**config.mk**
```make
export PLATFORM = sky130hd
export DESIGN_NAME = tdp_controller
export DESIGN_NICKNAME = d
export VERILOG_FILES = /design/src/design/tdp_pkg.sv /design/src/design/tdp_controller.sv
export SDC_FILE = /design/constraint.sdc
export NUM_CORES = 1
export LEC_CHECK = 0
export ABC_AREA = 1
export ABC_CLOCK_PERIOD_IN_PS = 1200
export BUFFER_PORTS_ARGS = -buffer_cell sky130_fd_sc_hd__buf_2
export CAP_MARGIN = 20
export CORE_AREA = 3 3 40 42
export CTS_CLUSTER_DIAMETER = 50
export DETAILED_ROUTE_END_ITERATION = 8
export DIE_AREA = 0 0 43 45
export GPL_TIMING_DRIVEN = 1
export HOLD_SLACK_MARGIN = 0.12
export SYNTH_ARGS = -nofsm -noshare
export SYNTH_HDL_FRONTEND = slang
export SYNTH_SLANG_ARGS = --single-unit
```
**constraint.sdc**
```tcl
create_clock -name clk -period 1.2 [get_ports clk]
set_input_delay 0.18 -clock clk [delete_from_list [all_inputs] [get_ports clk]]
set_output_delay 0.18 -clock clk [all_outputs]
set_load 0.01 [all_outputs]
```
**src/design/tdp_pkg.sv**
```systemverilog
// Shared types and constants for the trial-division prime test.
// Used by the controller, the datapath, the top level and the checker.
`timescale 1ns / 1ps

package tdp_pkg;

  localparam int VALUE_WIDTH_DEF = 32;

  localparam int SMALL_PRIME_MAX = 3;
  localparam int ODD_DIVISOR     = 3;
  localparam int FIRST_DIVISOR   = 5;
  localparam int PAIR_OFFSET     = 2;
  localparam int DIVISOR_STEP    = 6;

  typedef enum logic [1:0] {
    SEL_THREE = 2'd0,
    SEL_LOW   = 2'd1,
    SEL_HIGH  = 2'd2
  } div_sel_t;

  typedef struct packed {
    logic     load;
    logic     div_start;
    div_sel_t div_sel;
    logic     d_init;
    logic     d_step;
  } ctrl_cmd_t;

  typedef struct packed {
    logic n_le_one;
    logic n_le_three;
    logic n_even;
    logic div_done;
    logic rem_zero;
    logic d_gt_quo;
  } dp_status_t;

endpackage

```
**src/design/tdp_controller.sv**
```systemverilog
// Controller of the prime test: sequences the screening checks and the
// trial divisions, and drives the result strobe. Depends on tdp_pkg.
`timescale 1ns / 1ps

module tdp_controller (
  input  logic                clk,
  input  logic                rst_n,
  input  logic                start,
  output logic                busy,
  output logic                out_strobe,
  output logic                out_is_prime,
  output tdp_pkg::ctrl_cmd_t  cmd,
  input  tdp_pkg::dp_status_t status
);

  typedef enum logic [2:0] {
    ST_IDLE,
    ST_CLASSIFY,
    ST_WAIT_THREE,
    ST_START_LOW,
    ST_WAIT_LOW,
    ST_WAIT_HIGH
  } state_t;

  state_t state_r;
  state_t state_nxt;
  logic   strobe_nxt;
  logic   prime_nxt;

  always_comb begin
    state_nxt  = state_r;
    strobe_nxt = 1'b0;
    prime_nxt  = 1'b0;
    cmd        = '{load: 1'b0, div_start: 1'b0, div_sel: tdp_pkg::SEL_THREE,
                   d_init: 1'b0, d_step: 1'b0};
    case (state_r)
      ST_IDLE: begin
        if (start) begin
          cmd.load  = 1'b1;
          state_nxt = ST_CLASSIFY;
        end
      end
      ST_CLASSIFY: begin
        if (status.n_le_one || status.n_even && !status.n_le_three) begin
          strobe_nxt = 1'b1;
          state_nxt  = ST_IDLE;
        end else if (status.n_le_three) begin
          strobe_nxt = 1'b1;
          prime_nxt  = 1'b1;
          state_nxt  = ST_IDLE;
        end else begin
          cmd.div_start = 1'b1;
          cmd.div_sel   = tdp_pkg::SEL_THREE;
          state_nxt     = ST_WAIT_THREE;
        end
      end
      ST_WAIT_THREE: begin
        if (status.div_done) begin
          if (status.rem_zero) begin
            strobe_nxt = 1'b1;
            state_nxt  = ST_IDLE;
          end else begin
            cmd.d_init = 1'b1;
            state_nxt  = ST_START_LOW;
          end
        end
      end
      ST_START_LOW: begin
        cmd.div_start = 1'b1;
        cmd.div_sel   = tdp_pkg::SEL_LOW;
        state_nxt     = ST_WAIT_LOW;
      end
      ST_WAIT_LOW: begin
        if (status.div_done) begin
          if (status.d_gt_quo) begin
            strobe_nxt = 1'b1;
            prime_nxt  = 1'b1;
            state_nxt  = ST_IDLE;
          end else if (status.rem_zero) begin
            strobe_nxt = 1'b1;
            state_nxt  = ST_IDLE;
          end else begin
            cmd.div_start = 1'b1;
            cmd.div_sel   = tdp_pkg::SEL_HIGH;
            state_nxt     = ST_WAIT_HIGH;
          end
        end
      end
      ST_WAIT_HIGH: begin
        if (status.div_done) begin
          if (status.rem_zero) begin
            strobe_nxt = 1'b1;
            state_nxt  = ST_IDLE;
          end else begin
            cmd.d_step = 1'b1;
            state_nxt  = ST_START_LOW;
          end
        end
      end
      default: begin
        state_nxt = ST_IDLE;
      end
    endcase
  end

  always_ff @(posedge clk) begin
    if (!rst_n) begin
      state_r      <= ST_IDLE;
      out_strobe   <= 1'b0;
      out_is_prime <= 1'b0;
    end else begin
      state_r      <= state_nxt;
      out_strobe   <= strobe_nxt;
      out_is_prime <= prime_nxt;
    end
  end

  assign busy = state_r != ST_IDLE;

endmodule

```
[Yosys cells after proc, flatten, opt, wreduce, memory -nomap -nowiden]
Index checks and enable logic that the tools add are counted.
Operators by class
  eq/ne operators: 8
  reductions and logical operators: 7
  multiplexer cells: 32
Operators with widths (number)
  $mux W3: 11
  $mux W1: 15
  $pmux W3 S5: 1
  $pmux W3 S3: 1
  $eq A3 B2 Y1 const B: 2
  $eq A3 B3 Y1 const B: 2
  $mux W2: 2
  $ne A2 B2 Y1 const B: 2
  $eq A3 B1 Y1 const B: 1
  $logic_not A3 Y1: 1
  $pmux W1 S3: 1
  $reduce_and A3 Y1: 1
  $reduce_bool A3 Y1: 1
  $ne A2 B1 Y1 const B: 1
  $pmux W1 S2: 1
  $reduce_or A2 Y1: 1
  $logic_and A1 B1 Y1: 1
  $logic_not A1 Y1: 1
  $logic_or A1 B1 Y1: 1
Word-level totals
  logic and storage cells: 50
  input port bits: 9
  output and inout port bits: 9
  register bits: 5

[Depth between registers and ports, before layout]
Gate-level depths: netlist (run 1).
  depth in word-level cells: 5
  mapped depth: 9
  mapped depth without buffers: 8

[Worst setup path after synthesis (run 1)]
OpenSTA, ideal clock, no wires.
  path type: register to output
  start: register state_r[1]
  end: output cmd[4] (netlist bit)
  data required time: 1.020 ns
  data arrival time: 0.952 ns
  path slack: 0.068 ns
  buffers on the path: 0
  stages on the path, launching flop included: 6
  cells stage by stage: dfxtp_1 nor2_2 nand2_2 nor2_4 nor2_2 nand2_1
RTL lines
  start, declared: RTL line tdp_controller.sv:25  | state_t state_r;
  start signal, assigned: RTL line tdp_controller.sv:112  | state_r <= state_nxt;
  end, declared: RTL line tdp_controller.sv:12  | output tdp_pkg::ctrl_cmd_t cmd,

==> results of run 1 <==
-- synth_stat cells (2+ instances only) --
library cell / instances / area share
dfxtp_1: 5 / 0.24
nor2_1: 6 / 0.055
nand3_2: 3 / 0.073
nor3_1: 2 / 0.024
nand2_1: 12 / 0.11
inv_1: 5 / 0.046
inv_2: 4 / 0.036
a21oi_1: 2 / 0.024
nand3_1: 6 / 0.073
nor2_2: 4 / 0.061
nand2_2: 4 / 0.061
-- area by class of cell --
cell class                 count  area, sq um
clock buffer                   4        26.28
fill                         115        588.1
tap                           15        18.77
inverter                       9        41.29
sequential                     5        111.4
multi-input combinational     46        316.6
timing repair buffer          30        182.7
-- report_power, final --
group          switching, W  total, W  internal (W)
logic              0.000413  0.000814      0.000401
registers         0.0000771  0.000303      0.000225
clock network     0.0000749  0.000201      0.000126
-- kinds of logic after synthesis --
group | after synthesis
AOI/OAI and AO/OA | 4
buffers and inverters | 10
and+or+nand+nor | 42
DFF | 5
-- worst reg2reg max path: stages (launching register included) --
cell and delay [ns]:
dfxtp_4 0.37, nor2_4 0.14, buf_4 0.13, buf_4 0.10, nand3_1 0.06, nand2_1 0.09
inv_2 0.05, nand2_4 0.06, nand2_1 0.05, nand2_1 0.07, nor2_2 0.03
-- layout by cell type, fill, tap and decap left out, drive strengths merged --
cell type / Yosys / final
nor2: 11 / 11
o21ai: 1 / 1
nand2: 17 / 17
nand3: 9 / 9
clkbuf: 0 / 4
nand4: 1 / 1
buf: 1 / 30
dfxtp: 5 / 5
inv: 9 / 9
nor3: 4 / 4
a21oi: 3 / 3
-- worst paths after layout --
path                            cells past startpoint    endpoint  slack [ns]
worst max-delay path                                5      cmd[4]       -0.14
worst min-delay path                                3  state_r[0]        0.18
worst max register to register                     10  state_r[0]       -0.06
worst min register to register                      4  state_r[1]        0.63
-- through the flow --
step	std cells	power, W	hold slack [ns]	setup TNS (ns)	setup slack [ns]
finish	109	0.001317	0.1779	-0.6497	-0.1435
global placement	96	0.0008231	0.4408	-0.05336	-0.03074
floorplan	61	0.0006370	0.3147	0	0.06769
detailed placement	96	0.0008203	0.4410	-0.09274	-0.05459
CTS	104	0.001130	0.1761	-0.5094	-0.1187
global route	109	0.001414	0.1998	-1.203	-0.1978
-- per-layer routing --
metal,vias up,global-route usage,part of all wire
met5,-,0,0
met4,0,0.03614,0
met3,0,0.07171,0.064
met2,10,0.2156,0.52
met1,218,0.1529,0.41
li1,262,-,-
-- flip-flops by register name, indices dropped and copies added, names as in the netlist --
signal and count:
state_r 3, out_is_prime 1, out_strobe 1
-- timing repair --
item | in CTS | in global routing
resized for setup | 10 | 8
pin swaps | 3 | 8
setup endpoints to repair | 9 | 11
setup buffers | 4 | 5
==> summary.log, run 1 <==
qor: run_status.outcome complete, but fails checks
qor: run_status.violated_checks setup timing
qor: pwr.total_leakage_power 0.3499 nW
qor: worst_hold_path.worst_hold_path_type input pin to flip-flop
qor: layout.drive_above_1_share 0.6489
qor: worst_setup_path.crit_path_end_kind primary output
qor: timing.timing.fmax 744.3 MHz
qor: timing.skew 0.004254 ns
qor: worst_hold_path.hold_path.startpoint rst_n
qor: place.placement.io_buffers 17
qor: logic_synthesis.postSynthRegisterBits 5
qor: timing.period_share 1.120
qor: routing.drt_first_iter_violations 1
qor: timing.grt_setup_unrepaired true
qor: floorplanning.top_level_ports 18
qor: layout.finish.instance_area 696.9 sq um
qor: routing.routed_length_per_placed_instance 11.12 um
qor: logic_synthesis.yosys-mux-area-fraction 0
qor: worst_setup_path.path_max_fanout 4
qor: floorplanning.coreArea 0.001285 sq mm
qor: logic_synthesis.yosys.area_share.xor_xnor 0
qor: timing.hold_viol 0
qor: worst_setup_path.crit_path_cell_trace inv_6 > nor3_4 > nand3_2 > nand2_1 > buf_2
qor: pwr.power_density 1890 mW/mm^2
qor: logic_synthesis.synthesized_area_fraction_occupied_by_adder_cells 0
qor: worst_setup_path.timing.critical_path.buf_inv 2
qor: routing.via_count 490
qor: place.post_dp_cell_area 534.3 sq um
qor: logic_synthesis.dominantRegCellSynth dfxtp_1
qor: timing.tightest_slew 0.2257 ns
qor: clock_tree.clk_latency 0.25 ns
qor: global_routing.grt_start_max_net_pins 7
qor: logic_synthesis.synth_fp_nets 70
qor: global_routing.first_pass_grt_wire_length 1849 um
qor: layout.finalNetCount 104
qor: floorplanning.die_x 43 um
qor: timing.finalWorstSetupSlack -0.1435 ns
qor: job.max_cap_check_violation_count 0
qor: routing.detail_route.first_pass.iterations 2
qor: place.gp_congestion 0.7827
qor: layout.area_growth_syn_to_layout 69.30%
qor: worst_setup_path.timing.critical_path.max_delay_family flip-flops
qor: logic_synthesis.yosysUniqueCellTypes 19
qor: worst_setup_path.startpoint state_r[0]
qor: clock_tree.ctsLongestPathBuffers 2
qor: timing.endpoints_failing_setup 9
qor: logic_synthesis.synth_simple_gate_area_share 0.5897
qor: logic_synthesis.yosysSeqAreaShare 0.2432
qor: layout.antenna_cells 0
qor: logic_synthesis.synth_top_family_by_area simple AND/OR/NAND/NOR gates
qor: worst_setup_path.timing.setup.critical_path_class flip-flop to primary output
qor: worst_setup_path.cp-start-kind flip-flop
qor: clock_tree.clock_root_cell clkbuf_4
qor: worst_setup_path.worstPathRequired 1.02 ns
qor: pwr.max-vdd-ir-drop 0.0007975 V
qor: worst_setup_path.rr_startpoint state_r[1]
qor: clock_tree.cts_inserted_buffers 3
qor: global_routing.overflow 0
qor: routing.finalWirelength 1212 um
qor: routing.detail_route.vias_per_cell 4.495
qor: clock_tree.tritoncts yes
qor: logic_synthesis.synth_compound_gate_area_share 0.05775
qor: clock_tree.worst_setup_hold_path_clk_slew 0.04 ns
qor: global_routing.first_global_vias 447
qor: clock_tree.numClockSinks 5
qor: floorplanning.dieArea 0.001935 sq mm
qor: timing.layout_min_cycle_time 1.343 ns
qor: clock_tree.cts-hold-fix-buffers 0
qor: timing.drv_slew 0
qor: worst_setup_path.highest_delay_cell_along_the_critical_path dfxtp_4
qor: layout.finish.utilization 0.5424
qor: routing.drc 0
qor: logic_synthesis.share_of_synthesized_flip_flops_with_an_asynchronous_set_or_reset 0
qor: clock_tree.htree_num_levels 1
qor: timing.max-slew-margin-rel 0.8494
qor: global_routing.globalRouteTotalUtil 0.1327
qor: logic_synthesis.synth.avg_cell_area 6.748 sq um
qor: logic_synthesis.syn_area 411.6 sq um
qor: logic_synthesis.syn_inst 61
qor: worst_setup_path.worst_path_largest_cell_delay 0.39 ns
qor: global_routing.antenna_violations_before_repair 0
qor: logic_synthesis.post_synth_edffs 0
qor: floorplanning.die_height 45 um
qor: worst_setup_path.worst_ep_arrival_time 1.16 ns
qor: logic_synthesis.yosysWarnings 0
qor: routing.route.antenna.remaining_nets 0
qor: floorplanning.placement_rows 13
qor: floorplanning.initial_utilization 0.3204
qor: place.detailedPlacementHpwl 805 um
No activity file was read; power rests on OpenSTA's default activity.
==> run 2: changes to the inputs <==
--- a/config.mk
+++ b/config.mk
@@ -15,6 +15,7 @@
 export DIE_AREA = 0 0 43 45
 export GPL_TIMING_DRIVEN = 1
 export HOLD_SLACK_MARGIN = 0.12
+export REMOVE_ABC_BUFFERS = 1
 export SYNTH_ARGS = -nofsm -noshare
 export SYNTH_HDL_FRONTEND = slang
 export SYNTH_SLANG_ARGS = --single-unit
==> run 2 against run 1 <==
The run still ends with setup timing left; clock skew is 0.0032 ns lower; register-to-register slack better by 0.05 ns; non-clock buffer count is 2 lower; global-route usage is 0.061 points higher; sequential share of layout area is 1.1 points lower; count of clock-buffer cells in the layout stayed put; via count is 1.0% higher; clock power is 4% lower; first-iteration DRC count grew to 4.0 times the previous value; sequential cell count stayed put; combinational power is 16% higher; largest cell class unchanged.
==> summary.log, run 2 (synthesis gave the netlist of run 1 again) <==
qor: run_status.outcome complete, but fails checks
qor: run_status.violated_checks setup timing
qor: global_routing.first_pass_grt_wire_length 1904 um
qor: clock_tree.htree_num_levels 1
qor: clock_tree.cts-hold-fix-buffers 0
qor: place.detailedPlacementHpwl 848 um
qor: timing.max-slew-margin-rel 0.8246
qor: timing.timing.fmax 728.0 MHz
qor: routing.routed_length_per_placed_instance 11.56 um
qor: global_routing.antenna_violations_before_repair 0
qor: clock_tree.cts_inserted_buffers 3
qor: worst_setup_path.path_max_fanout 3
qor: global_routing.grt_start_max_net_pins 9
qor: routing.wl_met1 504 um
qor: worst_setup_path.worstRegToRegCells 10
qor: timing.period_share 1.145
qor: pwr.max-vdd-ir-drop 0.0009513 V
qor: worst_setup_path.worstPathRequired 1.02 ns
qor: place.placement.io_buffers 17
qor: timing.endpoints_failing_setup 8
qor: timing.setup_total_negative_slack -0.6963 ns
qor: layout.num-fill-cells 125
qor: pwr.post-layout-total-power 0.001429 W
qor: timing.worst_hold_slack 0.1811 ns
qor: timing.finalWorstSetupSlack -0.1736 ns
qor: layout.antenna_cells 0
qor: routing.finalWirelength 1237 um
qor: global_routing.first_global_vias 453
qor: layout.regMostFlops state_r
qor: layout.flip_flop_count_of_the_largest_register_after_layout 3
qor: global_routing.globalRouteTotalUtil 0.1333
qor: worst_setup_path.reg2reg_to state_r[0]
qor: routing.dr_wl_met3 99 um
qor: worst_hold_path.hold_path.startpoint rst_n
qor: floorplanning.coreArea 0.001285 sq mm
qor: place.pre_cts_slack 0.003263 ns
qor: routing.detail_route.first_pass.iterations 4
qor: pwr.power_density 1904 mW/mm^2
qor: layout.largestRegisters state_r (3), out_is_prime (1), out_strobe (1)
qor: pwr.total_leakage_power 0.3610 nW
qor: routing.drt_first_iter_violations 4
qor: layout.finish.utilization 0.5842
qor: clock_tree.numClockSinks 5
qor: timing.tightest_slew 0.2629 ns
qor: routing.route.antenna.remaining_nets 0
qor: job.max_cap_check_violation_count 0
qor: floorplanning.placement_rows 13
qor: global_routing.overflow 0
qor: worst_setup_path.timing.setup.critical_path_class flip-flop to primary output
qor: routing.wl_met2 633 um
qor: routing.via_count 495
qor: worst_setup_path.worst_ep_arrival_time 1.19 ns
qor: layout.layout.cells.most_common_list 16 x buf_2, 8 x nand2_2, 8 x buf_4
qor: floorplanning.dieArea 0.001935 sq mm
qor: worst_setup_path.crit_path_end_kind primary output
qor: floorplanning.top_level_ports 18
qor: floorplanning.die_height 45 um
qor: timing.layout_min_cycle_time 1.374 ns
qor: floorplanning.initial_utilization 0.3204
qor: timing.drv_slew 0
qor: layout.area_growth_syn_to_layout 82.37%
qor: clock_tree.clock_root_cell clkbuf_4
qor: routing.topRoutingLayerUsed met3
qor: layout.final_common_cell buf_2
qor: floorplanning.die_x 43 um
qor: worst_hold_path.min_delay_path_depth 3
qor: layout.finalNetCount 102
qor: layout.drive_above_1_share 0.7500
qor: place.gp_congestion 0.7879
qor: worst_setup_path.cp-start-kind flip-flop
qor: clock_tree.ctsLongestPathBuffers 2
qor: routing.drc 0
qor: clock_tree.clk_latency 0.24 ns
qor: timing.grt_setup_unrepaired true
qor: timing.skew 0.001034 ns
qor: timing.hold_viol 0
qor: worst_hold_path.worst_hold_path_type input pin to flip-flop
qor: clock_tree.worst_setup_hold_path_clk_slew 0.04 ns
qor: worst_hold_path.min_to state_r[0]
qor: clock_tree.tritoncts yes
qor: worst_setup_path.r2r_slack -0.01 ns
qor: worst_setup_path.rr_startpoint state_r[0]
qor: routing.detail_route.vias_per_cell 4.626
-- run 2: changes by cell type in the layout (fill, tap and decap cells not counted), sizes merged --
cell,change
buf,-2
-- run 2: worst max-delay path by stage --
stage / cells after the start / to / start
after global routing: 6 / cmd[5] / state_r[0]
after floorplan: 7 / state_r[1] / state_r[2]
final: 6 / cmd[5] / state_r[0]
after global placement: 6 / cmd[4] / state_r[1]
after detailed placement: 9 / state_r[1] / state_r[1]
after CTS: 6 / cmd[4] / state_r[0]
-- run 2: worst max-delay path: stages, from the launching register on --
cell and delay [ns]:
dfxtp_4 0.36, nor2_4 0.13, buf_6 0.12, buf_6 0.10, nand2_4 0.04, nor2_1 0.07
buf_2 0.13
-- run 2: what timing repair did --
action	CTS	global route
endpoints found under the setup margin	9	9
buffers inserted	2	4
pin swaps	5	7
resized for setup	10	26
-- run 2: layout make-up --
type	count	area, sq um	share of cell area
Multi-Input combinational cell	46	370.4	0.4933
Timing Repair Buffer	28	185.2	0.2467
Sequential cell	5	111.4	0.1483
Inverter	9	38.79	0.05167
Clock buffer	4	26.28	0.03500
Tap cell	15	18.77	0.02500
-- run 2: metal layers --
metal,up-vias,track usage
met5,-,0
met4,0,0.03614
met3,0,0.05578
met2,19,0.2395
met1,220,0.1449
li1,256,-
-- run 2: per-stage QoR --
step	instance area [sq um]	std cells
final	750.7	107
after global routing	750.7	107
after CTS	638.1	104
after detailed placement	561.8	98
after global placement	561.8	98
after floorplan	400.4	60
-- run 2: power by group --
group	leakage (nW)	internal [W]	switching, W	total [W]
clock network	0.0150	0.000126	0.0000671	0.000193
logic	0.303	0.000446	0.000498	0.000944
registers	0.0430	0.000225	0.0000679	0.000293
total	0.361	0.000797	0.000633	0.00143
